[config.mk]
export PLATFORM = sky130hd
export DESIGN_NAME = mbo_front
export DESIGN_NICKNAME = d
export VERILOG_FILES = /design/src/rtl/mbo_pkg.sv /design/src/rtl/mbo_front.sv
export SDC_FILE = /design/constraint.sdc
export NUM_CORES = 1
export LEC_CHECK = 0
export BUFFER_PORTS_ARGS = -buffer_cell sky130_fd_sc_hd__buf_4
export CAP_MARGIN = 20
export CELL_PAD_IN_SITES_DETAIL_PLACEMENT = 1
export CELL_PAD_IN_SITES_GLOBAL_PLACEMENT = 1
export CORE_MARGIN = 5
export CORE_UTILIZATION = 48
export CTS_CLUSTER_DIAMETER = 40
export CTS_CLUSTER_SIZE = 24
export DETAILED_ROUTE_END_ITERATION = 7
export PLACE_DENSITY = 0.89
export REMOVE_ABC_BUFFERS = 1
export SYNTH_ARGS = -nofsm -noshare
export SYNTH_HDL_FRONTEND = slang
export SYNTH_SLANG_ARGS = --single-unit
export TNS_END_PERCENT = 50
[constraint.sdc]
create_clock -name clk -period 20.3 [get_ports clk]
set_input_delay 1.015 -clock clk [delete_from_list [all_inputs] [get_ports clk]]
set_output_delay 1.015 -clock clk [all_outputs]
set_load 0.1 [all_outputs]
[src/rtl/mbo_pkg.sv]
// Shared types and constants for the market-by-order book.
package mbo_pkg;

	localparam logic [2:0] KIND_IGNORE = 3'd0;
	localparam logic [2:0] KIND_ADD    = 3'd1;
	localparam logic [2:0] KIND_CANCEL = 3'd2;
	localparam logic [2:0] KIND_MODIFY = 3'd3;
	localparam logic [2:0] KIND_CLEAR  = 3'd4;

	localparam logic [2:0] ERR_OK        = 3'd0;
	localparam logic [2:0] ERR_BAD_SIDE  = 3'd1;
	localparam logic [2:0] ERR_NO_LEVEL  = 3'd2;
	localparam logic [2:0] ERR_NO_ORDER  = 3'd3;
	localparam logic [2:0] ERR_DUP_ID    = 3'd4;
	localparam logic [2:0] ERR_OVERCXL   = 3'd5;
	localparam logic [2:0] ERR_SIDE_CHG  = 3'd6;
	localparam logic [2:0] ERR_FULL      = 3'd7;

	localparam logic signed [63:0] PX_UNDEF = 64'sh7FFF_FFFF_FFFF_FFFF;
	localparam logic [8:0]         COUNT_SAT = 9'd511;

	typedef struct packed {
		logic [2:0]         kind;
		logic [1:0]         side;
		logic [63:0]        ord_key;
		logic signed [63:0] price;
		logic [31:0]        quantity;
		logic               top_of_book;
		logic [3:0]         level_index;
	} item_t;

	typedef struct packed {
		logic signed [63:0] bid_price;
		logic [39:0]        bid_size;
		logic [8:0]         bid_count;
		logic signed [63:0] ask_price;
		logic [39:0]        ask_size;
		logic [8:0]         ask_count;
		logic signed [63:0] depth_price;
		logic [39:0]        depth_size;
		logic [8:0]         depth_count;
		logic [2:0]         error_code;
	} result_t;

	typedef enum logic [2:0] {
		OP_NOP,
		OP_ADD,
		OP_CANCEL,
		OP_MODIFY,
		OP_CLEAR,
		OP_BADSIDE
	} op_t;

	typedef struct packed {
		op_t   op;
		item_t item;
	} cmd_t;

	typedef enum logic [3:0] {
		ST_IDLE,
		ST_OPSCAN,
		ST_APPLY,
		ST_CLR,
		ST_PUT,
		ST_BEST,
		ST_SEL,
		ST_NEXT,
		ST_RANK,
		ST_RSTEP,
		ST_SUM,
		ST_DONE
	} state_t;

endpackage

[src/rtl/mbo_front.sv]
// Front end: accepts messages, classifies them and queues them for the engine.
module mbo_front (
	input  logic           clk,
	input  logic           arst_n,
	input  logic           start,
	output logic           busy,
	input  mbo_pkg::item_t item,
	output logic           cmd_valid,
	output mbo_pkg::cmd_t  cmd,
	input  logic           pop
);

	mbo_pkg::cmd_t slot_q [2];
	logic          wp_q;
	logic          rp_q;
	logic [1:0]    cnt_q;
	mbo_pkg::op_t  op;
	logic          push;

	always_comb begin
		op = mbo_pkg::OP_NOP;
		unique case (item.kind)
			mbo_pkg::KIND_ADD:    op = item.side[1] ? mbo_pkg::OP_BADSIDE : mbo_pkg::OP_ADD;
			mbo_pkg::KIND_CANCEL: op = item.side[1] ? mbo_pkg::OP_BADSIDE : mbo_pkg::OP_CANCEL;
			mbo_pkg::KIND_MODIFY: op = item.side[1] ? mbo_pkg::OP_BADSIDE : mbo_pkg::OP_MODIFY;
			mbo_pkg::KIND_CLEAR:  op = mbo_pkg::OP_CLEAR;
			default:              op = mbo_pkg::OP_NOP;
		endcase
	end

	assign busy      = (cnt_q == 2'd2);
	assign push      = start && !busy;
	assign cmd_valid = (cnt_q != 2'd0);
	assign cmd       = slot_q[rp_q];

	always_ff @(posedge clk) begin
		if (push) begin
			slot_q[wp_q] <= '{op: op, item: item};
		end
	end

	always_ff @(posedge clk or negedge arst_n) begin
		if (!arst_n) begin
			wp_q  <= 1'b0;
			rp_q  <= 1'b0;
			cnt_q <= 2'd0;
		end else begin
			if (push) begin
				wp_q <= !wp_q;
			end
			if (pop) begin
				rp_q <= !rp_q;
			end
			if (push && !pop) begin
				cnt_q <= cnt_q + 2'd1;
			end else if (pop && !push) begin
				cnt_q <= cnt_q - 2'd1;
			end
		end
	end

endmodule

Yosys cells after proc, flatten, opt, wreduce, memory -nomap -nowiden
Memory sizes are Yosys's and may differ from the RTL's.
Cells that the tools add are included.
- div/mod/pow operators: 0
- $add $sub $neg: 2
- shift-type cells: 0
- reductions and logical operators: 10
- equal/unequal tests: 5
- bitwise gates (word level): 0
- $mul: 0
- magnitude comparators: 0
- multiplexer cells: 8
- operator list (cell ; count):
    $pmux W3 S4 ; 1
    $mux W3 ; 3
    $eq A3 B2 Y1 const B ; 2
    $logic_not A1 Y1 ; 5
    $mux W2 ; 2
    $reduce_bool A2 Y1 ; 2
    $eq A3 B1 Y1 const B ; 1
    $eq A3 B3 Y1 const B ; 1
    $logic_and A1 B1 Y1 ; 3
    $add A2 B1 Y2 const B ; 1
    $eq A2 B2 Y1 const B ; 1
    $mux W1 ; 2
    $sub A2 B1 Y2 const B ; 1
- latch bits: 0
- bits of input ports: 174
- logic and storage cells: 29
- output and inout bits: 175
- RAM bits: 346
- flip-flop bits (word level): 4
- memory bits (read-only): 0
- memories kept: 1
- memory list (memory ; depth ; bits a word ; rd ports ; clocked after memory_dff ; wr ports ; line ; text):
    slot_q ; 2 ; 173 ; 1 ; 0 ; 1 ; mbo_front.sv:13 ; mbo_pkg::cmd_t slot_q [2];

Logic depth before layout (Yosys ltp)
- depth after elaboration: 7
- depth in mapped cells: 7
- gate-level depth less buffers: 7

Worst setup path before layout
No wires, ideal clock.
- path type: in2reg
- start point: in start
- end point: mem slot_q[0][0] (netlist bit), enable pin
- setup slack: 11.311 ns
- path buffers: 0
- arrival: 8.281 ns
- required time: 19.592 ns
- cell stages on the path: 2
- path through: nand2_1 > nor2_1
- cells in the longest elaborated chain, start to end: 3
- ends and longest elaborated chain (element ; line ; text):
    from (decl) ; mbo_front.sv:5 ; input logic start,
    $logic_and A1 B1 Y1 ; mbo_front.sv:32 ; assign push = start && !busy;
    $mux W1 ; mbo_front.sv:37 ; if (push) begin
    $mux W1 (implied by the code) ; mbo_front.sv:38 ; slot_q[wp_q] <= '{op: op, item: item};
    to (decl) ; mbo_front.sv:13 ;
Every way passes these cells.

Final worst setup path
- start point: reg cnt_q[0]
- end point: mem slot_q[0][35] (netlist bit), enable pin
- cells in the longest elaborated chain, start to end: 5
- ends and longest elaborated chain (element ; line ; text):
    from (decl) ; mbo_front.sv:16 ; logic [1:0] cnt_q;
    from (signal assigned) ; mbo_front.sv:55 ; cnt_q <= cnt_q + 2'd1;
    from (signal assigned) ; mbo_front.sv:57 ; cnt_q <= cnt_q - 2'd1;
    $eq A2 B2 Y1 ; mbo_front.sv:31 ; assign busy = (cnt_q == 2'd2);
    $logic_not A1 Y1 ; mbo_front.sv:32 ;
    $logic_and A1 B1 Y1 ; mbo_front.sv:32 ;
    $mux W1 ; mbo_front.sv:37 ;
    $mux W1 (implied by the code) ; mbo_front.sv:38 ;
Every way passes these cells.

==> summary.md <==
| Metric | Value |
|---|---|
| Share of synthesized cell area in and, or, nand and nor gates | 0.4308% |
| Synth-to-Final Area Change | 34.42% |
| Final Critical Period | 3.922 ns |
| Sink count of the clock tree | 350 |
| Synthesis-stage register bit count | 350 |
| Horizontal extent of the die | 173.2 um |
| Max-slew headroom at the worst pin | 28.51% |
| Maximum frequency from static timing analysis | 254.9 MHz |
| Via count of the first global-routing pass | 7742 |
| Number of buffers inserted for hold repair after clock tree synthesis | 0 |
| Syn Area/Cell | 22.66 um2 |
| Yosys warning count | 0 |
| Critical path arrival | 4.05 ns |
| Share of synthesized area occupied by flip-flops and latches | 82.09% |
| Detailed Routing Iterations Pass 1 | 4 |
| Max Buffers Root-to-Sink | 3 |
| Final sum of negative setup slack | 0 ns |
| Largest net degree at the start of global routing | 79 |
| Register-to-register setup slack | 16.38 ns |
| Count of H-tree levels built during CTS | 2 |
| Detail-routed via count per cell | 5.116 |
| Number of rows created at floorplan | 59 |
| Weighted congestion reported at the end of routability-driven placement | 0.7456 |
| Type of origin of the critical path | flop |
| Most common cell after layout, fill and taps aside | sky130_fd_sc_hd__buf_4 |
| Run status | finished, final reports clean |
| TritonCTS clock tree | built |
| Clock network latency to the later pin of the worst-skew pair | 0.53 ns |
| Post-Synth XOR/XNOR Area | 0.3427% |
| Share of synthesized area spent on multiplexers | 15.25% |
| Path class of the lowest-slack min-delay path | input port to async pin |
| Main combinational cell family by area after synthesis | multiplexers |
| Nets | 1121 |
| Number of antenna violations at the first check in global routing | 2 |
| Synthesized-area fraction occupied by ao, oa, aoi and oai cells | 0.07833% |
| Worst EP required | 20.42 ns |
| Final antenna-violating net count | 0 |
| HPWL after detailed placement | 21590 um |
| Worst-case reg-to-reg path depth | 5 |
| Max_cap viols | 0 |
| Crit Path Category | flop to flop |
| Post-cts sizing count | 0 |
| Number of I/O port buffers | 348 |
| Starting utilization of the core area | 48.90% |
| Transition time at the pin with the least slew margin | 1.072 ns |
| Die boundary height | 173.2 um |
| Layout Skew | 0.02646 ns |
| Filler Cell Count | 2210 |
| Post-synthesis cell area | 12780 um2 |
| Final period utilization | 19.32% |
| Global-route wire length before repair | 47890 um |
| Unrepaired setup endpoints after global routing | no |
| Total clock buffers created by CTS | 45 |
| Total global-route track usage | 21.01% |
| Clock transition at the registers of the reported paths | 0.06 ns |
| Final hold viol count | 0 |
| Number of pins with negative max-slew slack in the final report | 0 |
| Cell at the root of the clock tree | sky130_fd_sc_hd__clkbuf_16 |
| Adder-cell area share of the yosys netlist | 0.09791% |
| Share of final-layout standard cells stronger than drive strength 1 | 61.49% |
| Total via count after detailed routing | 6732 |
| Total wirelength of the detailed-routed design | 32230 um |
| Largest fanout on the critical path | 75 |
| Top library cells by usage in the layout, fill and taps aside | 354 x sky130_fd_sc_hd__buf_4, 346 x sky130_fd_sc_hd__edfxtp_1, 173 x sky130_fd_sc_hd__mux2_2 |
| Count of unique library cells instantiated by Yosys | 17 |
| Capturing element type of the critical path | flop |
| Core box area | 26130 um2 |
| Number of post-CTS setup repair buffers | 0 |
| Number of DRC markers after the initial detailed-route iteration | 336 |
| Average routed wire per standard cell | 24.49 um |
| Die Outline Area | 29980 um2 |
| DR DRC count | 0 |
| Cell count after synthesis | 564 |
| Total gr overflow | 0 |
| I/O pin cnt | 349 |
| Final number of setup-violating endpoints | 0 |
==> cells in the mapped netlist, drive strengths merged <==
master	n	area, um2
xor2	3	26.28
ha	1	12.51
nand2b	2	12.51
buf	19	207.7
inv	3	11.26
nor2	4	15.01
dfrtp	4	100.1
a21oi	1	5.000
nor3b	1	7.510
o21ai	1	5.000
or2	1	6.260
nand2	2	7.510
xnor2	2	17.52
edfxtp	346	10390
and3	1	6.260
mux2	173	1948
==> layout make-up <==
cell class	count	area (um2)	share of cell area, %
Antenna cell	2	5.005	0.02914
Clock buffer	52	1205	7.015
Clock inverter	28	302.8	1.763
Inverter	3	11.26	0.06556
Multi-Input combinational cell	192	2082	12.12
Sequential cell	350	10490	61.09
Tap cell	335	419.2	2.440
Timing Repair Buffer	354	2658	15.47
==> registers in the layout, summed over array words and instances (netlist names) <==
| signal | flops |
|---|---|
| wp_q | 1 |
| slot_q | 346 |
| cnt_q | 2 |
| rp_q | 1 |
==> through the flow <==
step                      worst slack [ns]  instances  hold WS, ns  utilization [%]  instance area [um2]
after floorplan                      11.31        545       0.4566                -                12570
after global placement               16.02       1234       0.4720            59.94                15660
after detailed placement             15.92       1234       0.4947            59.94                15660
after CTS                            16.34       1314       0.2498            65.71                17170
after global routing                 16.12       1316       0.2437            65.73                17180
final                                16.38       1316       0.2713            65.73                17180
==> per-layer routing <==
layer	vias to the layer above	global-route usage, %	routed length [um]
met5	-	0	0
met4	0	6.817	823
met3	56	7.773	2783
met2	283	40.44	18160
met1	3373	20.72	10470
li1	3020	-	-
==> worst max-delay path, stage by stage, from the launching register on <==
cell,delay (ns)
sky130_fd_sc_hd__dfrtp_1,0.44
sky130_fd_sc_hd__nand2b_1,0.20
sky130_fd_sc_hd__nand2_1,0.18
sky130_fd_sc_hd__nor2_4,0.78
sky130_fd_sc_hd__buf_4,0.85
sky130_fd_sc_hd__buf_4,0.94
==> final timing paths <==
check                                      from                       to
max                        cnt_q[0]$_DFFE_PN0P_  slot_q[0][35]$_DFFE_PP_
min                                      arst_n         wp_q$_DFFE_PN0N_
max reg2reg                cnt_q[0]$_DFFE_PN0P_  slot_q[0][35]$_DFFE_PP_
min reg2reg                cnt_q[1]$_DFFE_PN0P_     cnt_q[1]$_DFFE_PN0P_
max in group asynchronous                arst_n         rp_q$_DFFE_PN0P_
min in group clk           cnt_q[1]$_DFFE_PN0P_     cnt_q[1]$_DFFE_PN0P_
==> cells by family after synthesis <==
kind of cell               Yosys count
adders and majority gates            1
DFF                                350
buffers and inverters               22
and+or+nand+nor                     11
AOI/OAI and AO/OA                    2
xor gates and xnor gates             5
muxes                              173
Power is left out: the tool's default activity adds up to more than one toggle a clock period on the data nets, which glitch-free logic cannot reach.
